## src/hdl/bdh_pkg.sv

```systemverilog
package bdh_pkg;

    typedef struct packed {
        logic               func;
        logic               side;
        logic               snapshot;
        logic [2:0]         level;
        logic signed [31:0] price;
        logic signed [31:0] quantity;
        logic [13:0]        bin;
    } t_in;

    typedef struct packed {
        logic [13:0]        bin_index;
        logic signed [63:0] exposure_total;
        logic signed [63:0] event_total;
    } t_out;

    typedef enum logic [1:0] {
        CMD_LOAD_PREV,
        CMD_LOAD_CUR,
        CMD_WALK,
        CMD_READ
    } t_cmd_kind;

    typedef struct packed {
        t_cmd_kind          kind;
        logic               side;
        logic [2:0]         level;
        logic signed [31:0] price;
        logic signed [31:0] quantity;
        logic [13:0]        bin;
        logic               bin_oob;
    } t_cmd;

    typedef enum logic [2:0] {
        S_CLEAR,
        S_IDLE,
        S_BEST,
        S_FETCH,
        S_EVAL,
        S_UPD,
        S_RD
    } t_state;

    localparam logic FUNC_READ = 1'b1;
    localparam logic SNAP_CUR  = 1'b1;

    function automatic logic signed [32:0] bdh_dist(input logic side,
                                                    input logic signed [31:0] price,
                                                    input logic signed [31:0] ref_price);
        logic signed [32:0] p;
        logic signed [32:0] r;
        p = {price[31], price};
        r = {ref_price[31], ref_price};
        return side ? (r - p) : (p - r);
    endfunction

endpackage

```

## src/hdl/bdh_front.sv

```systemverilog
module bdh_front import bdh_pkg::*; #(
    parameter int LEVELS = 8,
    parameter int BINS   = 16384
) (
    input  logic i_clk,
    input  logic i_rst_n,
    input  logic push,
    output logic full,
    input  t_in  i_item,
    output logic o_cmd_valid,
    output t_cmd o_cmd,
    input  logic i_cmd_pop
);
    t_cmd       r_q [2];
    logic       r_wp, r_rp;
    logic [1:0] r_cnt;
    logic       w_acc, w_keep;
    t_cmd       w_cmd;

    assign full        = (r_cnt == 2'd2);
    assign o_cmd_valid = (r_cnt != 2'd0);
    assign o_cmd       = r_q[r_rp];
    assign w_acc       = push && !full;

    always_comb begin
        w_cmd.side     = i_item.side;
        w_cmd.level    = i_item.level;
        w_cmd.price    = i_item.price;
        w_cmd.quantity = i_item.quantity;
        w_cmd.bin      = i_item.bin;
        w_cmd.bin_oob  = (32'(i_item.bin) >= 32'(BINS));
        w_keep         = 1'b1;
        if (i_item.func == FUNC_READ) begin
            w_cmd.kind = CMD_READ;
        end else if (32'(i_item.level) >= 32'(LEVELS)) begin
            w_cmd.kind = CMD_LOAD_PREV;
            w_keep     = 1'b0;
        end else if (i_item.snapshot != SNAP_CUR) begin
            w_cmd.kind = CMD_LOAD_PREV;
        end else if (32'(i_item.level) == 32'(LEVELS - 1)) begin
            w_cmd.kind = CMD_WALK;
        end else begin
            w_cmd.kind = CMD_LOAD_CUR;
        end
    end

    always_ff @(posedge i_clk) begin
        if (w_acc && w_keep) begin
            r_q[r_wp] <= w_cmd;
        end
        if (!i_rst_n) begin
            r_wp  <= 1'b0;
            r_rp  <= 1'b0;
            r_cnt <= 2'd0;
        end else begin
            if (w_acc && w_keep) begin
                r_wp <= !r_wp;
            end
            if (i_cmd_pop) begin
                r_rp <= !r_rp;
            end
            r_cnt <= r_cnt + 2'(w_acc && w_keep) - 2'(i_cmd_pop);
        end
    end
endmodule

```

## config.mk

```make
export PLATFORM = sky130hd
export DESIGN_NAME = bdh_front
export DESIGN_NICKNAME = d
export VERILOG_FILES = /design/src/hdl/bdh_pkg.sv /design/src/hdl/bdh_front.sv
export SDC_FILE = /design/constraint.sdc
export NUM_CORES = 1
export LEC_CHECK = 0
export CAP_MARGIN = 20
export CELL_PAD_IN_SITES_DETAIL_PLACEMENT = 1
export CELL_PAD_IN_SITES_GLOBAL_PLACEMENT = 2
export CORE_MARGIN = 2
export CORE_UTILIZATION = 35
export CTS_CLUSTER_DIAMETER = 200
export DETAILED_ROUTE_END_ITERATION = 12
export DONT_BUFFER_PORTS = 1
export HOLD_SLACK_MARGIN = 0.12
export PLACE_DENSITY = 0.66
export SLEW_MARGIN = 20
export SYNTH_ARGS = -nofsm -noshare
export SYNTH_HDL_FRONTEND = slang
export SYNTH_SLANG_ARGS = --single-unit
```

## constraint.sdc

```tcl
create_clock -name i_clk -period 7.2 [get_ports i_clk]
set_clock_uncertainty 0.1 [all_clocks]
set_input_delay 1.44 -clock i_clk [delete_from_list [all_inputs] [get_ports i_clk]]
set_output_delay 1.44 -clock i_clk [all_outputs]
set_load 0.01 [all_outputs]
```

==> qor.yml, run 1 <==
status:
  status: "completed"
die:
  coreArea_sq_mm: 0.0186
  die_w_um: 141
  die_h_um: 141
  start_util_pct: 35.3
  die_area_sq_mm: 0.0199
  io_pins: 175
  row_count: 50
finish:
  syn2layout_area_growth_pct: 12.7
  stdcell_area_sq_mm: 0.00740
  finish.utilization_pct: 39.8
  layout.cells.non_filler: 552
  nNetsFinal: 395
  final_layout_size_suffix_gt1_share_pct: 38.7
  antenna_cells: 0
timing:
  finalWorstSetupSlack_ns: 3.18
  setup_viol: 0
  tns_ns: 0
  min_period_ns: 4.02
  worst_pin_slew_ns: 0.789
  rsz0062_at_grt: "false"
  fmax_mhz: 249
  slew_headroom_pct: 47.4
  hold_viol_final: 0
  fin_crit_sh_pct: 55.8
  slew_violations: 0
worst_setup_path:
  r2r-start: "r_cnt[0]"
  r2r_cells: 4
  startpoint_type: "flip-flop"
  r2r_slack_ns: 4.84
  required_ns: 5.66
  end_kind: "primary output"
  crit_fanout: 43
  worstSetupPathType: "flip-flop to primary output"
  arrival_ns: 2.48
  r2r_end: "r_q[0][26]"
clocking:
  cts-hold-fix-buffers: 0
  clk_pin_slew_ns: 0.06
  cts.sinks: 173
  htree_levels: 4
  numCtsBuffers: 17
  cts_setup_buffers: 0
  cts_tree: "yes"
  root_buffer: "clkbuf_16"
  cts_buffer_depth: 2
  cts_resized: 0
  clkLatencyLatePin_ns: 0.42
grt:
  grt-ovfl-total: 0
  grt_max_degree: 52
  grt_pass1_vias: 2931
  grt_antenna_before_repair: 0
  grt.total_usage_pct: 11.8
  grt_pass1_wl_um: 17200
power_and_ir_drop:
  cellLeakagePower_uw: 0.00255
  ir_drop_uv: 160
  power_density_mw_per_mm2: 328
synthesis:
  ys_warn_count: 0
  seq_area_frac_synth_pct: 78.3
  synth_cells: 292
  syn_nets: 382
  synth_area_per_cell_sq_um: 22.5
  synth_area_sq_mm: 0.00657
  ys_types: 23
  ys_ff_latch: 173
worst_hold_path:
  min_from: "r_rp"
  hold_depth: 2
  hp-class: "flip-flop to flip-flop"
drt:
  wire_per_inst_um: 20.9
  routed-via-count: 2623
  drc: 0
  wirelength_um: 11500
  viasPerCell: 4.75
  ant_nets: 0
  dr.pass1.iters: 4
  drt_iter0_drc: 165
flow_run:
  maxCapViolCount: 0
placed_design:
  place_worst_setup_slack_ns: 3.51
  post-place-cells: 519
  place_area_sq_mm: 0.00680
  io_buffer_count: 0
  gp_congestion: 0.661
-- metrics by stage --
step | hold slack (ns) | power, uW
finish | 0.428 | 2420
global route | 0.477 | 2530
CTS | 0.438 | 2460
detailed placement | 0.421 | 1560
global placement | 0.402 | 1550
floorplan | 0.355 | 1510
-- worst max-delay path by stage --
| stage | start | end | slack [ns] | depth (start not counted) |
|---|---|---|---|---|
| 2_1_floorplan | push | r_q[0][0] | 1.54 | 2 |
| 3_3_place_gp | push | r_q[0][73] | 3.59 | 3 |
| 3_5_place_dp | push | r_q[0][64] | 3.51 | 3 |
| 4_1_cts | flip-flop | o_cmd[8] | 3.09 | 2 |
| 5_1_grt | flip-flop | o_cmd[4] | 3.03 | 2 |
| 6_report | flip-flop | o_cmd[8] | 3.18 | 2 |
-- layer usage --
layer | track usage [%] | share of wire, % | vias up
li1 | - | - | 1173
met1 | 12.6 | 37 | 1314
met2 | 19.3 | 49 | 127
met3 | 7.24 | 12 | 9
met4 | 4.26 | 1.2 | 0
met5 | 0 | 0 | -
-- synth_stat cells --
library cell / count / area (sq um)
or2_2: 1 / 6.26
buf_6: 7 / 78.8
inv_1: 3 / 11.3
nand2_1: 2 / 7.51
a21o_1: 1 / 7.51
nor3_1: 1 / 5.00
mux2_2: 24 / 270
buf_2: 2 / 10.0
and2_1: 2 / 12.5
buf_4: 1 / 7.51
a41o_1: 1 / 10.0
ha_1: 2 / 25.0
nor2_1: 4 / 15.0
and3_1: 1 / 6.26
mux2i_1: 1 / 10.0
dfxtp_1: 5 / 100
conb_1: 1 / 3.75
xor2_1: 1 / 8.76
nand3_1: 1 / 5.00
mux2_4: 60 / 901
edfxtp_1: 168 / 5040
xnor2_1: 1 / 8.76
nand2b_1: 2 / 12.5
-- cells in the final DEF, fill, tap and decap left out, types with 2 or more instances in the layout --
master / n
edfxtp_1: 168
mux2_4: 60
mux2_2: 24
clkbuf_16: 17
clkinv_2: 5
dfxtp_1: 4
inv_1: 3
nor2_1: 3
clkinvlp_4: 3
inv_6: 3
buf_4: 3
nand2b_1: 2
nand2_1: 2
and2_1: 2
ha_1: 2
bufinv_16: 2
-- cell type report --
| class | count | area, sq um |
|---|---|---|
| inverter | 3 | 11.3 |
| multi-input combinational | 106 | 1330 |
| clock buffer | 18 | 429 |
| clock inverter | 14 | 143 |
| sequential | 173 | 5150 |
| fill | 1735 | 11200 |
| timing repair buffer | 4 | 50.0 |
| tap | 234 | 293 |
-- critical path, stage by stage, from the launching register on --
cell and delay, ns:
dfxtp_4 0.81, buf_4 0.73, mux2_2 0.45
-- power by group --
group          internal [uW]  switching, uW  total (uW)
clock                    511            375         887
combinational            118            155         272
sequential              1230           37.2        1270
total                   1860            567        2420
-- logic make-up after synthesis --
family	Yosys count	share of synthesized area, %
other	1	0.0571
buffers and inverters	13	1.64
XOR/XNOR	2	0.267
AND/OR/NAND/NOR	14	1.07
flip-flops	173	78.3
AO/OA/AOI/OAI	2	0.267
multiplexers	85	18.0
adder cells (fa/ha/maj)	2	0.381
-- registers in the layout, summed over array words and instances, names as in the netlist, named ones only --
register,count
r_wp,1
r_rp,1
r_cnt,2
r_q,168
No activity file was read; power rests on OpenSTA's default activity.
==> inputs of run 2 (changes only) <==
Settings changed: ABC_AREA set to 1, PLACE_DENSITY 0.66 to 0.69.
Clock period 7.2 ns to 3.3 ns, I/O delays scaled along.
==> qor.yml, run 2 <==
clocking:
  cts_resized: 0
  cts_setup_buffers: 0
  cts_tree: "yes"
  cts-hold-fix-buffers: 0
  cts.sinks: 173
  clkLatencyLatePin_ns: 0.42
  numCtsBuffers: 17
  cts_buffer_depth: 2
  clk_pin_slew_ns: 0.06
  htree_levels: 4
  root_buffer: "clkbuf_16"
finish:
  reg_top3: "r_q (168), r_cnt (2)"
  final_layout_size_suffix_gt1_share_pct: 35.3
  multiInputGateArea_sq_mm: 0.00131
  largest_reg_flops: 168
  nNetsFinal: 410
  layout_common_cells: "edfxtp_1 (168), mux2_4 (60), mux2_2 (24)"
  top_register: "r_q"
  mostFrequentLayoutCell: "edfxtp_1"
  finish.utilization_pct: 39.8
  n_fill_cell: 1757
  syn2layout_area_growth_pct: 12.6
  regArea_sq_mm: 0.00515
  antenna_cells: 0
synthesis:
  synth.most_common_cell: "edfxtp_1"
  ys_ff_latch: 173
  seq_area_frac_synth_pct: 78.2
  synth_ff_type: "edfxtp_1"
  synth_area_per_cell_sq_um: 21.6
  synth_cells: 304
  syn_nets: 394
  ys_types: 15
  synth_area_sq_mm: 0.00658
  ys_warn_count: 0
  yosys-top-cells-area: "edfxtp_1 (77%), mux2_4 (14%), mux2_2 (4.1%)"
  synth_edf_count: 168
  synth_area_leader_cell: "edfxtp_1"
  synth_commonest_cells: "edfxtp_1 (168), mux2_4 (60), mux2_2 (24), nand2_1 (12), inv_1 (10)"
  async_flop_share_pct: 0
  synth_top_area_share_pct: 76.7
timing:
  tns_ns: 0
  fmax_mhz: 393
  min_period_ns: 2.55
  slew_violations: 0
  rsz0062_at_grt: "false"
  hold_viol_final: 0
  fin_crit_sh_pct: 77.2
  slew_headroom_pct: 51.1
  setup_viol: 0
  worst_pin_slew_ns: 0.733
drt:
  dr.pass1.iters: 4
  drc: 0
  wirelength_um: 11400
  wire_per_inst_um: 20.2
  ant_nets: 0
  routed-via-count: 2694
  viasPerCell: 4.77
  drt_iter0_drc: 200
worst_setup_path:
  required_ns: 2.54
  worstSetupPathType: "flip-flop to primary output"
  r2r_cells: 5
  r2r_end: "r_q[1][53]"
  r2r_slack_ns: 1.44
  arrival_ns: 1.79
  end_kind: "primary output"
  startpoint_type: "flip-flop"
  crit_fanout: 35
  r2r-start: "r_cnt[0]"
placed_design:
  hpwl_um: 7750
  io_buffer_count: 0
  gp_congestion: 0.660
die:
  die_h_um: 141
  io_pins: 175
  row_count: 50
  die_w_um: 141
  start_util_pct: 35.4
  coreArea_sq_mm: 0.0186
  die_area_sq_mm: 0.0199
worst_hold_path:
  min_from: "i_item[13]"
  hold_path_end: "r_q[1][13]"
  hp-class: "primary input to flip-flop"
  hold_depth: 0
power_and_ir_drop:
  ir_drop_uv: 350
  cellLeakagePower_uw: 0.00257
  power_density_mw_per_mm2: 680
grt:
  grt-ovfl-total: 0
  grt_antenna_before_repair: 0
  grt_pass1_wl_um: 17100
  grt_max_degree: 53
  grt_pass1_vias: 3017
  grt.total_usage_pct: 11.8
flow_run:
  maxCapViolCount: 0
status:
  status: "completed"
[run 2: per-stage QoR]
step | instances | total power (uW) | instance area [sq um] | worst slack, ns | hold slack, ns
6_report | 565 | 5030 | 7400 | 0.753 | 0.233
3_3_place_gp | 535 | 3220 | 6860 | 1.20 | 0.377
2_1_floorplan | 304 | 3130 | 6580 | 0.371 | 0.363
3_5_place_dp | 535 | 3240 | 6860 | 1.17 | 0.401
5_1_grt | 565 | 5230 | 7400 | 0.653 | 0.209
4_1_cts | 565 | 5120 | 7400 | 0.711 | 0.211
[run 2: layout make-up]
class / count / area share (%)
Clock buffer: 22 / 6.00
Clock inverter: 8 / 1.28
Inverter: 10 / 0.541
Multi-Input combinational cell: 111 / 17.6
Sequential cell: 173 / 69.5
Tap cell: 234 / 3.95
Timing Repair Buffer: 7 / 1.05
[run 2: worst max path at each step]
| stage | start | end | slack [ns] |
|---|---|---|---|
| after floorplan | push | r_q[1][0] | 0.37 |
| after global placement | flip-flop | o_cmd[10] | 1.20 |
| after detailed placement | flip-flop | o_cmd[10] | 1.17 |
| after CTS | flip-flop | o_cmd[10] | 0.71 |
| after global routing | flip-flop | o_cmd[10] | 0.65 |
| final | flip-flop | o_cmd[10] | 0.75 |
[run 2: metal layers]
metal | global-route usage [%] | up-vias | share of wire [%]
met2 | 19.2 | 127 | 49
met4 | 5.47 | 0 | 2.2
met1 | 12.6 | 1352 | 38
met5 | 0 | - | 0
li1 | - | 1197 | -
met3 | 6.32 | 18 | 11
[run 2: cells by family after synthesis]
logic type,share of synthesized area (%)
AO/OA/AOI/OAI,0.228
adder cells (fa/ha/maj),0.380
buffers and inverters,2.04
flip-flops,78.2
multiplexers,17.8
other,0.0570
AND/OR/NAND/NOR,1.26
[run 2: where the power goes]
group          switching, uW  internal [uW]  leakage (uW)
sequential              56.4           2640       0.00161
clock                    757           1100      0.000251
combinational            286            201      0.000712
[run 2: critical path, cell delays in order, from the launching register on]
cell and delay (ns):
dfxtp_4 0.62, buf_12 0.30, mux2_2 0.41
